==> config.mk <==
export PLATFORM = sky130hd
export DESIGN_NAME = polygon_fan_triangulator_flat
export DESIGN_NICKNAME = d
export VERILOG_FILES = /design/src/design/pft_pkg.sv /design/src/design/pft_corner_if.sv /design/src/design/pft_triangle_if.sv /design/src/design/polygon_fan_triangulator.sv /design/src/flat_wrapper.sv
export SDC_FILE = /design/constraint.sdc
export NUM_CORES = 1
export LEC_CHECK = 0
export ABC_AREA = 0
export BUFFER_PORTS_ARGS = -buffer_cell sky130_fd_sc_hd__buf_2
export CAP_MARGIN = 0
export CORE_MARGIN = 2
export CORE_UTILIZATION = 55
export DETAILED_ROUTE_END_ITERATION = 7
export PLACE_DENSITY = 0.79
export SLEW_MARGIN = 20
export SYNTH_ARGS = -nofsm -noshare
export SYNTH_HDL_FRONTEND = slang
export SYNTH_SLANG_ARGS = --single-unit
==> constraint.sdc <==
create_clock -name clk -period 7.9 [get_ports clk]
set_input_delay 0.79 -clock clk [delete_from_list [all_inputs] [get_ports clk]]
set_output_delay 0.79 -clock clk [all_outputs]
set_load 0.005 [all_outputs]
==> src/design/pft_pkg.sv <==
// shared types and constants for the polygon fan triangulator
package pft_pkg;

  localparam int WORD_W = 32;
  localparam int POS_W  = 31;
  localparam int VTX_W  = 26;

  localparam logic [VTX_W-1:0] VTX_STEP = VTX_W'(3);

  typedef enum logic [2:0] {
    PH_FIRST  = 3'b001,
    PH_SECOND = 3'b010,
    PH_FAN    = 3'b100
  } phase_t;

endpackage

==> src/design/pft_corner_if.sv <==
// request channel carrying one polygon corner index word
interface pft_corner_if import pft_pkg::*; ();

  logic                     valid;
  logic                     ready;
  logic signed [WORD_W-1:0] index_word;
  logic                     last_of_mesh;

  modport source (output valid, index_word, last_of_mesh, input ready);
  modport sink   (input valid, index_word, last_of_mesh, output ready);

endinterface

==> src/design/pft_triangle_if.sv <==
// request channel carrying one fan triangle
interface pft_triangle_if import pft_pkg::*; #(
  parameter int CORNER_BITS = 24
) ();

  logic                   valid;
  logic                   ready;
  logic [POS_W-1:0]       pos_index_a;
  logic [POS_W-1:0]       pos_index_b;
  logic [POS_W-1:0]       pos_index_c;
  logic [CORNER_BITS-1:0] corner_a;
  logic [CORNER_BITS-1:0] corner_b;
  logic [CORNER_BITS-1:0] corner_c;
  logic [VTX_W-1:0]       first_output_vertex;
  logic                   closes_polygon;

  modport source (
    output valid, pos_index_a, pos_index_b, pos_index_c, corner_a, corner_b, corner_c,
           first_output_vertex, closes_polygon,
    input  ready
  );
  modport sink (
    input  valid, pos_index_a, pos_index_b, pos_index_c, corner_a, corner_b, corner_c,
           first_output_vertex, closes_polygon,
    output ready
  );

endinterface

==> src/design/polygon_fan_triangulator.sv <==
// polygon fan triangulator: corner index stream in, fan triangles out
//
// corners: one request per polygon corner. index_word with its sign bit set
//   closes the polygon; its position index is then the bitwise inverse.
//   last_of_mesh clears the polygon state and both counters after the corner.
// triangles: one request per corner from the third corner of a polygon on,
//   holding first, previous and current corner plus the base output vertex.
// A polygon closed in its first or second corner gives no triangle.
// An accepted corner's triangle is valid in the cycle after it, held
//   in a single result register. Throughput is one corner per cycle; the corner
//   channel stays ready while the result register is empty or being taken.
// When the receiver stalls, the pending triangle holds and the corner
//   channel drops ready until it is taken.
// Reset (rst, synchronous) empties the result register, returns to the
//   first-corner phase and clears the corner and vertex counters.
module polygon_fan_triangulator import pft_pkg::*; #(
  parameter int CORNER_BITS = 24
) (
  input logic              clk,
  input logic              rst,
  pft_corner_if.sink       corners,
  pft_triangle_if.source   triangles
);

  phase_t                 phase;
  phase_t                 phase_next;
  logic [POS_W-1:0]       first_pos;
  logic [POS_W-1:0]       first_pos_next;
  logic [CORNER_BITS-1:0] first_num;
  logic [CORNER_BITS-1:0] first_num_next;
  logic [POS_W-1:0]       prev_pos;
  logic [POS_W-1:0]       prev_pos_next;
  logic [CORNER_BITS-1:0] prev_num;
  logic [CORNER_BITS-1:0] prev_num_next;
  logic [CORNER_BITS-1:0] corner_count;
  logic [CORNER_BITS-1:0] corner_count_next;
  logic [VTX_W-1:0]       vertex_count;
  logic [VTX_W-1:0]       vertex_count_next;

  logic             accept;
  logic             closes;
  logic [POS_W-1:0] pos;
  logic             emit;

  assign corners.ready = !triangles.valid || triangles.ready;
  assign accept        = corners.valid && corners.ready;
  assign closes        = corners.index_word[WORD_W-1];
  assign pos           = closes ? ~corners.index_word[POS_W-1:0]
                                :  corners.index_word[POS_W-1:0];
  assign emit          = (phase == PH_FAN);

  always_comb begin
    phase_next        = phase;
    first_pos_next    = first_pos;
    first_num_next    = first_num;
    prev_pos_next     = prev_pos;
    prev_num_next     = prev_num;
    vertex_count_next = vertex_count;
    corner_count_next = corner_count + CORNER_BITS'(1);
    unique case (phase)
      PH_SECOND: begin
        if (closes) begin
          phase_next = PH_FIRST;
        end else begin
          prev_pos_next = pos;
          prev_num_next = corner_count;
          phase_next    = PH_FAN;
        end
      end
      PH_FAN: begin
        vertex_count_next = vertex_count + VTX_STEP;
        if (closes) begin
          phase_next = PH_FIRST;
        end else begin
          prev_pos_next = pos;
          prev_num_next = corner_count;
        end
      end
      default: begin
        if (closes) begin
          phase_next = PH_FIRST;
        end else begin
          first_pos_next = pos;
          first_num_next = corner_count;
          phase_next     = PH_SECOND;
        end
      end
    endcase
    if (corners.last_of_mesh) begin
      phase_next        = PH_FIRST;
      first_pos_next    = '0;
      first_num_next    = '0;
      prev_pos_next     = '0;
      prev_num_next     = '0;
      corner_count_next = '0;
      vertex_count_next = '0;
    end
  end

  always_ff @(posedge clk) begin
    if (rst) begin
      phase           <= PH_FIRST;
      first_pos       <= '0;
      first_num       <= '0;
      prev_pos        <= '0;
      prev_num        <= '0;
      corner_count    <= '0;
      vertex_count    <= '0;
      triangles.valid <= 1'b0;
    end else begin
      if (accept) begin
        phase           <= phase_next;
        first_pos       <= first_pos_next;
        first_num       <= first_num_next;
        prev_pos        <= prev_pos_next;
        prev_num        <= prev_num_next;
        corner_count    <= corner_count_next;
        vertex_count    <= vertex_count_next;
        triangles.valid <= emit;
      end else if (triangles.ready) begin
        triangles.valid <= 1'b0;
      end
    end
  end

  // result payload
  always_ff @(posedge clk) begin
    if (accept && emit) begin
      triangles.pos_index_a         <= first_pos;
      triangles.pos_index_b         <= prev_pos;
      triangles.pos_index_c         <= pos;
      triangles.corner_a            <= first_num;
      triangles.corner_b            <= prev_num;
      triangles.corner_c            <= corner_count;
      triangles.first_output_vertex <= vertex_count;
      triangles.closes_polygon      <= closes;
    end
  end

`ifndef NO_ASSERTIONS
  a_reset_state: assert property (@(posedge clk)
    rst |=> phase == PH_FIRST && corner_count == '0 && vertex_count == '0 && !triangles.valid)
    else $error("state not cleared by reset");

  a_mesh_end: assert property (@(posedge clk) disable iff (rst)
    accept && corners.last_of_mesh |=>
      phase == PH_FIRST && corner_count == '0 && vertex_count == '0)
    else $error("mesh end did not clear polygon state");

  a_no_triangle: assert property (@(posedge clk) disable iff (rst)
    accept && phase != PH_FAN |=> !triangles.valid)
    else $error("triangle produced before third corner");

  a_triangle_base: assert property (@(posedge clk) disable iff (rst)
    accept && phase == PH_FAN |=>
      triangles.valid && triangles.first_output_vertex == $past(vertex_count))
    else $error("fan corner did not give a triangle with the running base vertex");
`endif

endmodule

==> src/flat_wrapper.sv <==
// flat-port wrapper written by rule: the top's interface ports become plain ports
module polygon_fan_triangulator_flat import pft_pkg::*;
#(
  parameter int CORNER_BITS = 24
)
  (clk, rst, corners_valid, corners_index_word, corners_last_of_mesh, corners_ready, triangles_valid, triangles_pos_index_a, triangles_pos_index_b, triangles_pos_index_c, triangles_corner_a, triangles_corner_b, triangles_corner_c, triangles_first_output_vertex, triangles_closes_polygon, triangles_ready);
  pft_corner_if corners_i ();
  pft_triangle_if #(.CORNER_BITS(CORNER_BITS)) triangles_i ();
  input logic clk;
  input logic rst;
  input wire logic [$bits(corners_i.valid)-1:0] corners_valid;
  input wire logic [$bits(corners_i.index_word)-1:0] corners_index_word;
  input wire logic [$bits(corners_i.last_of_mesh)-1:0] corners_last_of_mesh;
  output wire logic [$bits(corners_i.ready)-1:0] corners_ready;
  output wire logic [$bits(triangles_i.valid)-1:0] triangles_valid;
  output wire logic [$bits(triangles_i.pos_index_a)-1:0] triangles_pos_index_a;
  output wire logic [$bits(triangles_i.pos_index_b)-1:0] triangles_pos_index_b;
  output wire logic [$bits(triangles_i.pos_index_c)-1:0] triangles_pos_index_c;
  output wire logic [$bits(triangles_i.corner_a)-1:0] triangles_corner_a;
  output wire logic [$bits(triangles_i.corner_b)-1:0] triangles_corner_b;
  output wire logic [$bits(triangles_i.corner_c)-1:0] triangles_corner_c;
  output wire logic [$bits(triangles_i.first_output_vertex)-1:0] triangles_first_output_vertex;
  output wire logic [$bits(triangles_i.closes_polygon)-1:0] triangles_closes_polygon;
  input wire logic [$bits(triangles_i.ready)-1:0] triangles_ready;
  assign corners_i.valid = corners_valid;
  assign corners_i.index_word = corners_index_word;
  assign corners_i.last_of_mesh = corners_last_of_mesh;
  assign corners_ready = corners_i.ready;
  assign triangles_valid = triangles_i.valid;
  assign triangles_pos_index_a = triangles_i.pos_index_a;
  assign triangles_pos_index_b = triangles_i.pos_index_b;
  assign triangles_pos_index_c = triangles_i.pos_index_c;
  assign triangles_corner_a = triangles_i.corner_a;
  assign triangles_corner_b = triangles_i.corner_b;
  assign triangles_corner_c = triangles_i.corner_c;
  assign triangles_first_output_vertex = triangles_i.first_output_vertex;
  assign triangles_closes_polygon = triangles_i.closes_polygon;
  assign triangles_i.ready = triangles_ready;
  polygon_fan_triangulator #(.CORNER_BITS(CORNER_BITS)) u_core (.clk(clk), .rst(rst), .corners(corners_i), .triangles(triangles_i));
endmodule
== Word level (Yosys, flattened, before mapping) ==
Cells that the tools add are included.

* Register bits: 356
* Input port bits: 37
* Output and inout bits: 194
* Logic and storage cells: 57

* Add/sub/neg operators: 2
* Equal/unequal tests: 5
* Mux-type cells: 21
* Bitwise logic cells: 1
* Reduce and logical (&&, ||, !) cells: 12

{| class="wikitable"
|+ Operator list
! operator !! count
|-
| $mux 31 || 6
|-
| $mux 24 || 6
|-
| $mux 26 || 2
|-
| $not 31->31 || 1
|-
| $add 26x2->26 const B || 1
|-
| $add 24x1->24 const B || 1
|-
| $mux 3 || 3
|-
| $pmux 3 s2 || 1
|-
| $reduce_and 3->1 || 2
|-
| $reduce_bool 2->1 || 3
|-
| $ne 2x1->1 const B || 2
|-
| $reduce_and 2->1 || 2
|-
| $eq 3x2->1 const B || 1
|-
| $eq 3x3->1 const B || 1
|-
| $ne 3x3->1 const B || 1
|-
| $logic_and 1x1->1 || 2
|-
| $mux 1 || 2
|-
| $mux 2 || 1
|-
| $reduce_or 2->1 || 1
|-
| $logic_not 1->1 || 1
|-
| $logic_or 1x1->1 || 1
|}

== Longest topological paths before layout ==
Gate-level depths: netlist of run 1.

* Word-level depth: 5
* Gate-level depth with buffers: 7
* Gate-level depth less buffers: 6

== Least setup slack after synthesis of run 1 ==
Ideal clock, no wire load.

* Path type: input to register
* Start point: in corners_valid
* End point: reg u_core.triangles.closes_polygon (enable)
* Setup time: 580 ps
* Arrival: 5,838 ps
* Data required time: 7,320 ps
* Setup slack: 1,482 ps
* Stages on the path: 3
* Path buffers: 2
* Path through: clkbuf_1 > buf_1 > and3_1

* Longest elaborated chain between the ends: 2

{| class="wikitable"
|+ RTL lines
! item !! line !! source
|-
| start: declaration || flat_wrapper.sv:11 || <nowiki>input wire logic [$bits(corners_i.valid)-1:0] corners_valid;</nowiki>
|-
| $logic_and 1x1->1 || polygon_fan_triangulator.sv:46 || <nowiki>assign accept = corners.valid && corners.ready;</nowiki>
|-
| $logic_and 1x1->1 || polygon_fan_triangulator.sv:128 || <nowiki>if (accept && emit) begin</nowiki>
|-
| end signal: assignment || polygon_fan_triangulator.sv:136 || <nowiki>triangles.closes_polygon <= closes;</nowiki>
|-
| end: declaration || pft_triangle_if.sv:19 || <nowiki>first_output_vertex, closes_polygon,</nowiki>
|}

No other way between the ends.
A chain may end at the register's enable or synchronous reset.

== Final worst setup path of run 1 ==
* Start point: in corners_index_word[31]
* End point: reg u_core.prev_pos[0]

* Longest elaborated chain between the ends: 4
* Elaborated cells on any way between the ends: 6
* Those cells by class: eq/ne: 1; mux: 4; reduce/logical: 1

{| class="wikitable"
|+ RTL lines
! item !! line !! source
|-
| start: declaration || flat_wrapper.sv:12 || <nowiki>input wire logic [$bits(corners_i.index_word)-1:0] corners_index_word;</nowiki>
|-
| $mux 31 || polygon_fan_triangulator.sv:48 || <nowiki>assign pos = closes ? ~corners.index_word[POS_W-1:0]</nowiki>
|-
| $mux 31 || polygon_fan_triangulator.sv:62, polygon_fan_triangulator.sv:72 ||
|-
| $mux 31 || -- ||
|-
| $mux 31 || polygon_fan_triangulator.sv:89 || <nowiki>if (corners.last_of_mesh) begin</nowiki>
|-
| end signal: assignment || polygon_fan_triangulator.sv:115 || <nowiki>prev_pos <= prev_pos_next;</nowiki>
|-
| end: declaration || polygon_fan_triangulator.sv:31 || <nowiki>logic [POS_W-1:0] prev_pos;</nowiki>
|}

Several ways; a longest one is shown, not always the timed one. The select of a mux whose other input is x is not followed.

==> run metrics, run 1 <==
xor and xnor fraction of the mapped netlist area=under 10%; full die area=between 0.02 and 0.025 mm²; Worst Setup SP=corners_index_word[31]; sequential fraction of the synthesis area=between 70% and 80%; post-CTS resize count=0; P_leak=0.00555 µW; Period minus WS final=2860 ps; top post-synthesis cells by area=edfxtp_1, dfxtp_1, a32o_1; Worst setup EP type=flip-flop; share of layout cells above drive strength 1=29.3%; HPWL after DPL=around 16000 µm; cells along the critical path=buf_2 -> buf_4 -> nor2_1 -> nand3_1 -> nor4_4 -> buf_4 -> a22o_1; Design Power=around 3700 µW; Site Rows=between 50 and 60; clock latency on the worst-skew pair=roughly 500 ps; Post-synth top cells=edfxtp_1, dfxtp_1, a32o_1; initial core utilization=a little under three fifths; drt first pass iters=5; fin cells=roughly 1300; CP top delay family=simple AND/OR/NAND/NOR gates; Post-synth EDFFs=about 190; Mapped Area=around 0.012 mm²; DRC viols=0; RSZ-0062 raised after global routing=false; Syn Inst Count=roughly 800; first-pass GRT wire length=around 42000 µm; crit path kind=input pin to flip-flop; Area growth, synth to finish=20.7%; VDD IR-drop max=approximately 0.00015 V; Critical Path RT=8350 ps; maximum clock path buffer count=3; mux cell area share after synthesis=less than 1%; CP peak stage delay=between 800 and 900 ps; setup bufs post-CTS=0; combinational family with the most area after synthesis=compound AO/OA/AOI/OAI gates; Buffers & Inverters on Critical Path=3; initial DRC count=575; Die Ht=~150 µm; crit path max-delay cell type=nor4_4; Sink Count=roughly 360; DR vias=7816; worst min path class=flip-flop to flip-flop; crit path DAT=3310 ps; gpl congestion=0.792; drt total wl=between 20000 and 30000 µm; DR WL/cell=just under 20 µm; Synth Area in Compound Gates=13.1%; HP Start=u_core.prev_num[15]; FMAX=approximately 0.35 GHz; Max Transition Viols Final=0; Worst Skew=about 9.4 ps; number of synthesis warnings=0; # fillers=1531; Syn Nets=between 800 and 900; Post-Synth Simple-Gate Area=between 6 and 7%; setup TNS=0 ps; Nets=1067; launching element type of the critical path=input pin; max_slew headroom=26.5%; Setup Viol. Count Final=0; via-per-instance ratio=5.85; Synth area leader=edfxtp_1; distinct cell type count after synthesis=between 40 and 50; vias in the first global route=roughly 7400; Antenna Violating Nets Remaining=0; Max-cap violations=0; core area=approximately 0.022 mm²; CTS Buf Count=35; adder-cell share of the synthesized area=0.206%; status=complete, no violations; io pins=~230; Syn Area/Cell=approximately 15 µm²; R2R Path Start=u_core.phase[0]; critical path fanouts, max=41; cell mode on critical path=buf_4; largest net degree at the start of global routing=between 80 and 90; final hold violation count=0; most frequent cell after synthesis=edfxtp_1; Most used DFF post-synth=edfxtp_1; post-synth top area share=around 47%; Root Driver=clkbuf_16; Die Wd=about 150 µm; dpl cells=roughly 1300; clock-pin slew on the worst setup and hold paths=60 ps; Async SR Flop Fraction=0%; Slew @ Worst Pin=1100 ps; Tcrit/Tclk final=between 30% and 40%; CTS Hold Bufs=0; P per Cell Area=between 200 and 250 mW/mm²; CTS H-tree lvls=2; total track usage=roughly 22%; CTS tree=built; Port-buffer cells=between 200 and 250; initial antenna violation count=3; Seq cells post-synth=~360; grt ovf=0
-- report_power, final --
part | internal [µW] | total, µW | switching (µW)
combinational | 23.4 | 85.6 | 62.2
clock | 946 | 1620 | 671
sequential | 1940 | 1950 | 5.92
-- worst paths after layout --
path         depth (start not counted)                                  endpoint  slack, ps
min reg2reg                          0             u_core.triangles.corner_b[15]        420
max reg2reg                          3  u_core.triangles.first_output_vertex[19]       5180
min                                  0             u_core.triangles.corner_b[15]        420
max                                  7                        u_core.prev_pos[0]       5040
-- flip-flops by register name, summed over array words and instances (netlist names), 26 cells and up --
register,cells
u_core.first_pos,31
u_core.prev_pos,31
u_core.triangles.first_output_vertex,26
u_core.triangles.pos_index_a,31
u_core.triangles.pos_index_b,31
u_core.triangles.pos_index_c,31
u_core.vertex_count,26
-- routing by layer --
layer / track usage, % / up-vias / wire length [µm]
met3: 5.38 / 41 / 2020
met1: 30.7 / 3824 / 11300
met2: 35.7 / 333 / 12600
li1: - / 3616 / -
met4: 6.17 / 2 / 501
met5: 0 / - / 12
-- placed cells by master (no fill, tap or decap), types with 17 or more instances in the layout --
cell       netlist  final
nand2_1         23     23
nand3_1         17     17
edfxtp_1       192    192
xor2_1          34     34
or4_1           28     28
dfxtp_1        164    164
clkbuf_16        0     35
a21oi_1         38     38
a32o_1          55     55
buf_2            6    230
a22o_1          54     54
o31ai_1         28     28
-- kinds of logic (layout without fill, tap and decap cells) --
family / after synthesis / in the layout
flops: 356 / 356
compound gates: 200 / 200
simple gates: 136 / 136
buf+inv: 69 / 317
xor+xnor: 38 / 38
mux: 6 / 6
fa+ha+maj: 2 / 2
other cells: 0 / 1
-- metrics by stage --
stage,hold slack (ps),instance area (µm²),setup slack [ps],util (%)
after floorplan,403,12200,1480,-
after global placement,411,13600,4620,62.3
after detailed placement,415,13600,4500,62.3
after CTS,424,14700,4850,67.5
after global routing,435,14700,4800,67.5
final,425,14700,5040,67.5
-- layout make-up --
cell class | instances | area (µm²) | share of cell area, %
sequential | 356 | 9050 | 61.6
multi-input combinational | 382 | 2890 | 19.7
timing repair buffer | 238 | 1210 | 8.27
clock buffer | 50 | 992 | 6.75
tap | 280 | 350 | 2.38
clock inverter | 14 | 134 | 0.911
inverter | 15 | 57.6 | 0.392
antenna | 1 | 2.50 | 0.0170
(Power assumes the default switching activity.)
==> inputs of run 2 (changes only) <==
--- a/config.mk
+++ b/config.mk
@@ -9,9 +9,9 @@
 export BUFFER_PORTS_ARGS = -buffer_cell sky130_fd_sc_hd__buf_2
 export CAP_MARGIN = 0
 export CORE_MARGIN = 2
-export CORE_UTILIZATION = 55
+export CORE_UTILIZATION = 49
 export DETAILED_ROUTE_END_ITERATION = 7
-export PLACE_DENSITY = 0.79
+export PLACE_DENSITY = 0.75
 export SLEW_MARGIN = 20
 export SYNTH_ARGS = -nofsm -noshare
 export SYNTH_HDL_FRONTEND = slang
==> constraint.sdc (replaced) <==
create_clock -name clk -period 2.4 [get_ports clk]
set_input_delay 0.24 -clock clk [delete_from_list [all_inputs] [get_ports clk]]
set_output_delay 0.24 -clock clk [all_outputs]
set_load 0.005 [all_outputs]
==> run metrics, run 2 (synthesized netlist as in run 1, its figures left out) <==
crit path kind=flip-flop to flip-flop; CTS tree=built; CTS Buf Count=36 (+2.9%); final hold violation count=0 (unchanged); crit path DAT=2550 ps (-760 ps); RSZ-0062 raised after global routing=false; Area growth, synth to finish=23.7%; worst min path class=input pin to flip-flop; core area=0.0243 mm² (+12%); setup bufs post-CTS=0 (unchanged); share of layout cells above drive strength 1=30.4% (+1.1 points); CP peak stage delay=640 ps (-190 ps); dpl cells=1332 (+4.8%); Die Ht=162 µm (+5.8%); critical path fanouts, max=16 (-61%); full die area=0.0261 mm² (+12%); Die Wd=162 µm (+5.8%); P_leak=0.00571 µW (+2.9%); FMAX=approximately 0.47 GHz; vias in the first global route=7474 (+1.3%); commonest non-fill, non-tap cell in the layout=buf_2; ANT cells=0 (-1); status=complete, no violations; Worst setup EP type=flip-flop; via-per-instance ratio=5.63 (-3.7%); max_slew headroom=46.6% (+20 points); Int Pwr=10000 µW (+240%); clock latency on the worst-skew pair=500 ps (about the same); flop2flop setup slack=280 ps (-4900 ps); launching element type of the critical path=flip-flop; total track usage=20.4% (-1.9 points); Slew @ Worst Pin=797 ps (-305 ps); initial antenna violation count=0 (-3); maximum clock path buffer count=3 (unchanged); first-pass GRT wire length=41900 µm (+0.70%); DRC viols=0 (unchanged); Worst Skew=9.02 ps (-0.411 ps); setup TNS=0 ps (unchanged); DR WL/cell=19.4 µm (-1.8%); Nets=1085 (+1.7%); Site Rows=57 (+5.6%); grt ovf=0 (unchanged); Flop pwr share=51.7% (-1.7 points); Critical Path RT=2830 ps (-5520 ps); CTS H-tree lvls=2 (unchanged); gpl congestion=0.782 (-1.3%); initial DRC count=594 (+3.3%); P per Cell Area=825 mW/mm² (+230%); cells along the critical path=nand4_1 -> or4_4 -> or4_1 -> a21oi_1; largest net degree at the start of global routing=60 (-33%); fin cells=1396 (+4.5%); VDD IR-drop max=0.000549 V (+260%); Tcrit/Tclk final=approximately 88%; Design Power=12400 µW (+240%); drt total wl=27100 µm (+2.6%); Comb pwr share=2.4% (about the same); crit path max-delay cell type=or4_4; commonest cells after routing, fill and taps aside=buf_2, edfxtp_1, dfxtp_1; Port-buffer cells=230 (unchanged); DR vias=7864 (+0.61%); Sink Count=356 (unchanged); clock group share of total power=45.9% (+1.6 points); Setup Viol. Count Final=0 (unchanged); HPWL after DPL=16700 µm (+3.5%); Sw Share=19.4% (-0.82 points); Max Transition Viols Final=0 (unchanged); P_sw=2410 µW (+230%); io pins=231 (unchanged); clock-pin slew on the worst setup and hold paths=60 ps (about the same); Antenna Violating Nets Remaining=0 (unchanged); Period minus WS final=2120 ps; drt first pass iters=5 (unchanged); Root Driver=clkbuf_16; initial core utilization=50.0% (-5.9 points); Max-cap violations=0 (unchanged)
## run 2: metal layers
metal  share of wire [%]  wire (µm)  track usage [%]  vias to the layer above
li1                    -          -                -                     3649
met1                  44      11900             27.8                     3882
met2                  48      13000             33.8                      301
met3                 6.9       1880             4.55                       32
met4                 1.4        367             4.22                        0
met5                   0          0                0                        -
## run 2: area by class of cell
cell class	count	area, µm²
clock buffer	47	1010
clock inverter	17	213
sequential	356	9050
tap	324	405
timing repair buffer	255	1430
fill	1820	9260
multi-input combinational	382	2890
inverter	15	56.3
## run 2: power by group through the flow
stage | combinational [µW] | clock, µW | sequential, µW
2_1_floorplan | 174 | 0 | 6540
3_3_place_gp | 295 | 0 | 6550
3_5_place_dp | 300 | 0 | 6550
4_1_cts | 303 | 5810 | 6420
5_1_grt | 326 | 6060 | 6420
6_report | 299 | 5700 | 6420
## run 2: path summary, 6_finish.rpt
| kind | to | startpoint | depth (start not counted) |
|---|---|---|---|
| setup reg to reg | u_core.corner_count[20] | u_core.corner_count[9] | 4 |
| setup / recovery | u_core.corner_count[20] | u_core.corner_count[9] | 4 |
| hold / removal | u_core.triangles.pos_index_c[4] | corners_index_word[4] | 2 |
| hold reg to reg | u_core.triangles.corner_a[19] | u_core.first_num[19] | 0 |
## run 2: timing repair
| action | CTS | global route |
|---|---|---|
| resized for setup | 0 | 1 |
| endpoints found under the setup margin | 0 | 1 |
| hold buffers | 0 | 0 |
## run 2: through the flow
step                      hold WS, ps  cell area (µm²)  utilization [%]  setup WS [ps]
after floorplan                   339            12200                -           -223
after global placement            413            13800             56.8            264
after detailed placement          416            13800             56.8            184
after CTS                        59.8            15100             61.9            124
after global routing             67.4            15100             61.9            114
final                            77.3            15100             61.9            285
## run 2: critical path, delay by kind of cell, from the launching register on
family | cells | cell delay, ps
AND/OR/NAND/NOR | 3 | 1410
flip-flops | 1 | 480
AO/OA/AOI/OAI | 1 | 160
==> inputs of run 3 (changes only) <==
--- a/config.mk
+++ b/config.mk
@@ -9,9 +9,8 @@
 export BUFFER_PORTS_ARGS = -buffer_cell sky130_fd_sc_hd__buf_2
 export CAP_MARGIN = 0
 export CORE_MARGIN = 2
-export CORE_UTILIZATION = 49
+export CORE_UTILIZATION = 35
 export DETAILED_ROUTE_END_ITERATION = 7
-export PLACE_DENSITY = 0.75
 export SLEW_MARGIN = 20
 export SYNTH_ARGS = -nofsm -noshare
 export SYNTH_HDL_FRONTEND = slang
==> run metrics, run 3 (synthesized netlist as in run 1, its figures left out) <==
status=complete, no violations; initial antenna violation count=1 (+1); DR WL/cell=18.9 µm (-2.6%); final hold violation count=0 (unchanged); share of layout cells above drive strength 1=30.1% (-0.31 points); crit path max-delay cell type=or4_1; commonest cells after routing, fill and taps aside=buf_2, edfxtp_1, dfxtp_1; Sw Share=20.7% (+1.3 points); Setup Viol. Count Final=0 (unchanged); P per Cell Area=790 mW/mm² (-4.3%); setup bufs post-CTS=0 (unchanged); critical path fanouts, max=10 (-6); gpl congestion=0.754 (-3.6%); HP Start=corners_index_word[25]; Die Wd=190 µm (+18%); Worst setup EP type=flip-flop; total track usage=15.6% (-4.8 points); launching element type of the critical path=flip-flop; maximum clock path buffer count=3 (unchanged); RR Endpoint=u_core.vertex_count[16]; io pins=231 (unchanged); CP peak stage delay=500 ps (-140 ps); Site Rows=68 (+19%); vias in the first global route=7392 (-1.1%); Nets=1087 (+0.18%); Root Driver=clkbuf_16; R2R Path Start=u_core.vertex_count[0]; Final WS setup=282 ps (-2.94 ps); initial DRC count=330 (-44%); max_slew headroom=43.6% (-3.0 points); crit path DAT=2550 ps (about the same); Comb pwr share=2.6% (+0.2 points); Antenna Violating Nets Remaining=0 (unchanged); RSZ-0062 raised after global routing=false; Sink Count=356 (unchanged); hold path cells=2 (unchanged); Max-cap violations=0 (unchanged); P_leak=0.00566 µW (-0.95%); CTS tree=built; Int Pwr=9470 µW (-5.4%); worst r2r path cells=6 (+2); largest net degree at the start of global routing=47 (-22%); full die area=0.0363 mm² (+39%); Flop pwr share=53.8% (+2.1 points); via-per-instance ratio=5.06 (-10%); Worst Skew=12.8 ps (+3.74 ps); crit path kind=flip-flop to flip-flop; Critical Path RT=2830 ps (about the same); Tcrit/Tclk final=88.3% (+0.12 points); Period minus WS final=2120 ps (+2.94 ps); Port-buffer cells=230 (unchanged); drt first pass iters=5 (unchanged); DR vias=7739 (-1.6%); DRC viols=0 (unchanged); Hold EP=u_core.triangles.pos_index_c[25]; Die Ht=190 µm (+18%); drt total wl=28900 µm (+6.7%); VDD IR-drop max=0.000420 V (-23%); initial core utilization=35.4% (-15 points); flop2flop setup slack=280 ps (about the same); post-CTS resize count=0 (unchanged); Max Transition Viols Final=0 (unchanged); clock latency on the worst-skew pair=500 ps (about the same); WHS=81.8 ps (+4.45 ps); Area growth, synth to finish=24.3%; Slew @ Worst Pin=842 ps (+45.5 ps); P_sw=2470 µW (+2.6%); CTS Hold Bufs=0 (unchanged); commonest non-fill, non-tap cell in the layout=buf_2; CTS H-tree lvls=2 (unchanged); FMAX=0.472 GHz (-0.14%); clock-pin slew on the worst setup and hold paths=60 ps (about the same); setup TNS=0 ps (unchanged); cells along the critical path=inv_1 -> ha_1 -> and4b_1 -> nand4_1 -> or4_1 -> a21oi_1; grt ovf=0 (unchanged); pre-CTS WS=155 ps (-29.4 ps); clock group share of total power=43.7% (-2.2 points); core area=0.0344 mm² (+41%); first-pass GRT wire length=43900 µm (+4.8%); worst min path class=input pin to flip-flop; CTS Buf Count=37 (+2.8%); HPWL after DPL=18300 µm (+9.5%)
[run 3: cell types whose count changed in the layout (fill, tap and decap cells not counted), sizes merged]
cell    before  now
buf        255  256
bufinv       5    1
clkbuf      47   46
clkinv      10   14
diode        0    1
inv         16   17
[run 3: area by class of cell]
type                            instances  area, µm²
Antenna cell                            1       2.50
Inverter                               15       56.3
Timing Repair Buffer                  256       1460
Multi-Input combinational cell        382       2900
Clock inverter                         18        119
Clock buffer                           46        970
Sequential cell                       356       9050
Tap cell                              455        569
Fill cell                            3124      19200
[run 3: power groups by stage]
stage               registers (µW)  logic, µW  clock network [µW]
detailed placement            6550        313                   0
global route                  6420        337                5620
finish                        6420        310                5210
floorplan                     6540        174                   0
global placement              6550        313                   0
CTS                           6420        316                5360
[run 3: metrics by stage]
stage / area [µm²] / utilization [%] / power (µW) / std cells
finish: 15100 / 44.0 / 11900 / 1529
floorplan: 12200 / - / 6720 / 807
CTS: 15100 / 44.0 / 12100 / 1528
global placement: 14000 / 40.8 / 6860 / 1464
global route: 15100 / 44.0 / 12400 / 1528
detailed placement: 14000 / 40.8 / 6860 / 1464
[run 3: worst max path at each step]
| stage | startpoint | to | slack [ps] | cells after the start |
|---|---|---|---|---|
| 2_1_floorplan | u_core.phase[0] | u_core.triangles.closes_polygon | -220 | 3 |
| 3_3_place_gp | u_core.corner_count[10] | u_core.corner_count[23] | 200 | 4 |
| 3_5_place_dp | u_core.corner_count[9] | u_core.corner_count[18] | 160 | 4 |
| 4_1_cts | u_core.corner_count[10] | u_core.corner_count[18] | 130 | 4 |
| 5_1_grt | u_core.corner_count[15] | u_core.corner_count[23] | 120 | 4 |
| 6_report | u_core.vertex_count[0] | u_core.vertex_count[16] | 280 | 6 |
[run 3: metal layers]
layer	GRT usage, %	vias up	wire length [µm]
met5	0	-	0
met4	3.70	0	438
met3	2.98	38	1740
met2	24.8	252	13100
met1	22.1	3781	13600
li1	-	3668	-
[run 3: worst max-delay path, delay by kind of cell, from the launching register on]
family	cells	cell delay, ps
simple gates	3	1120
flops	1	420
fa+ha+maj	1	310
compound gates	1	150
buf+inv	1	70
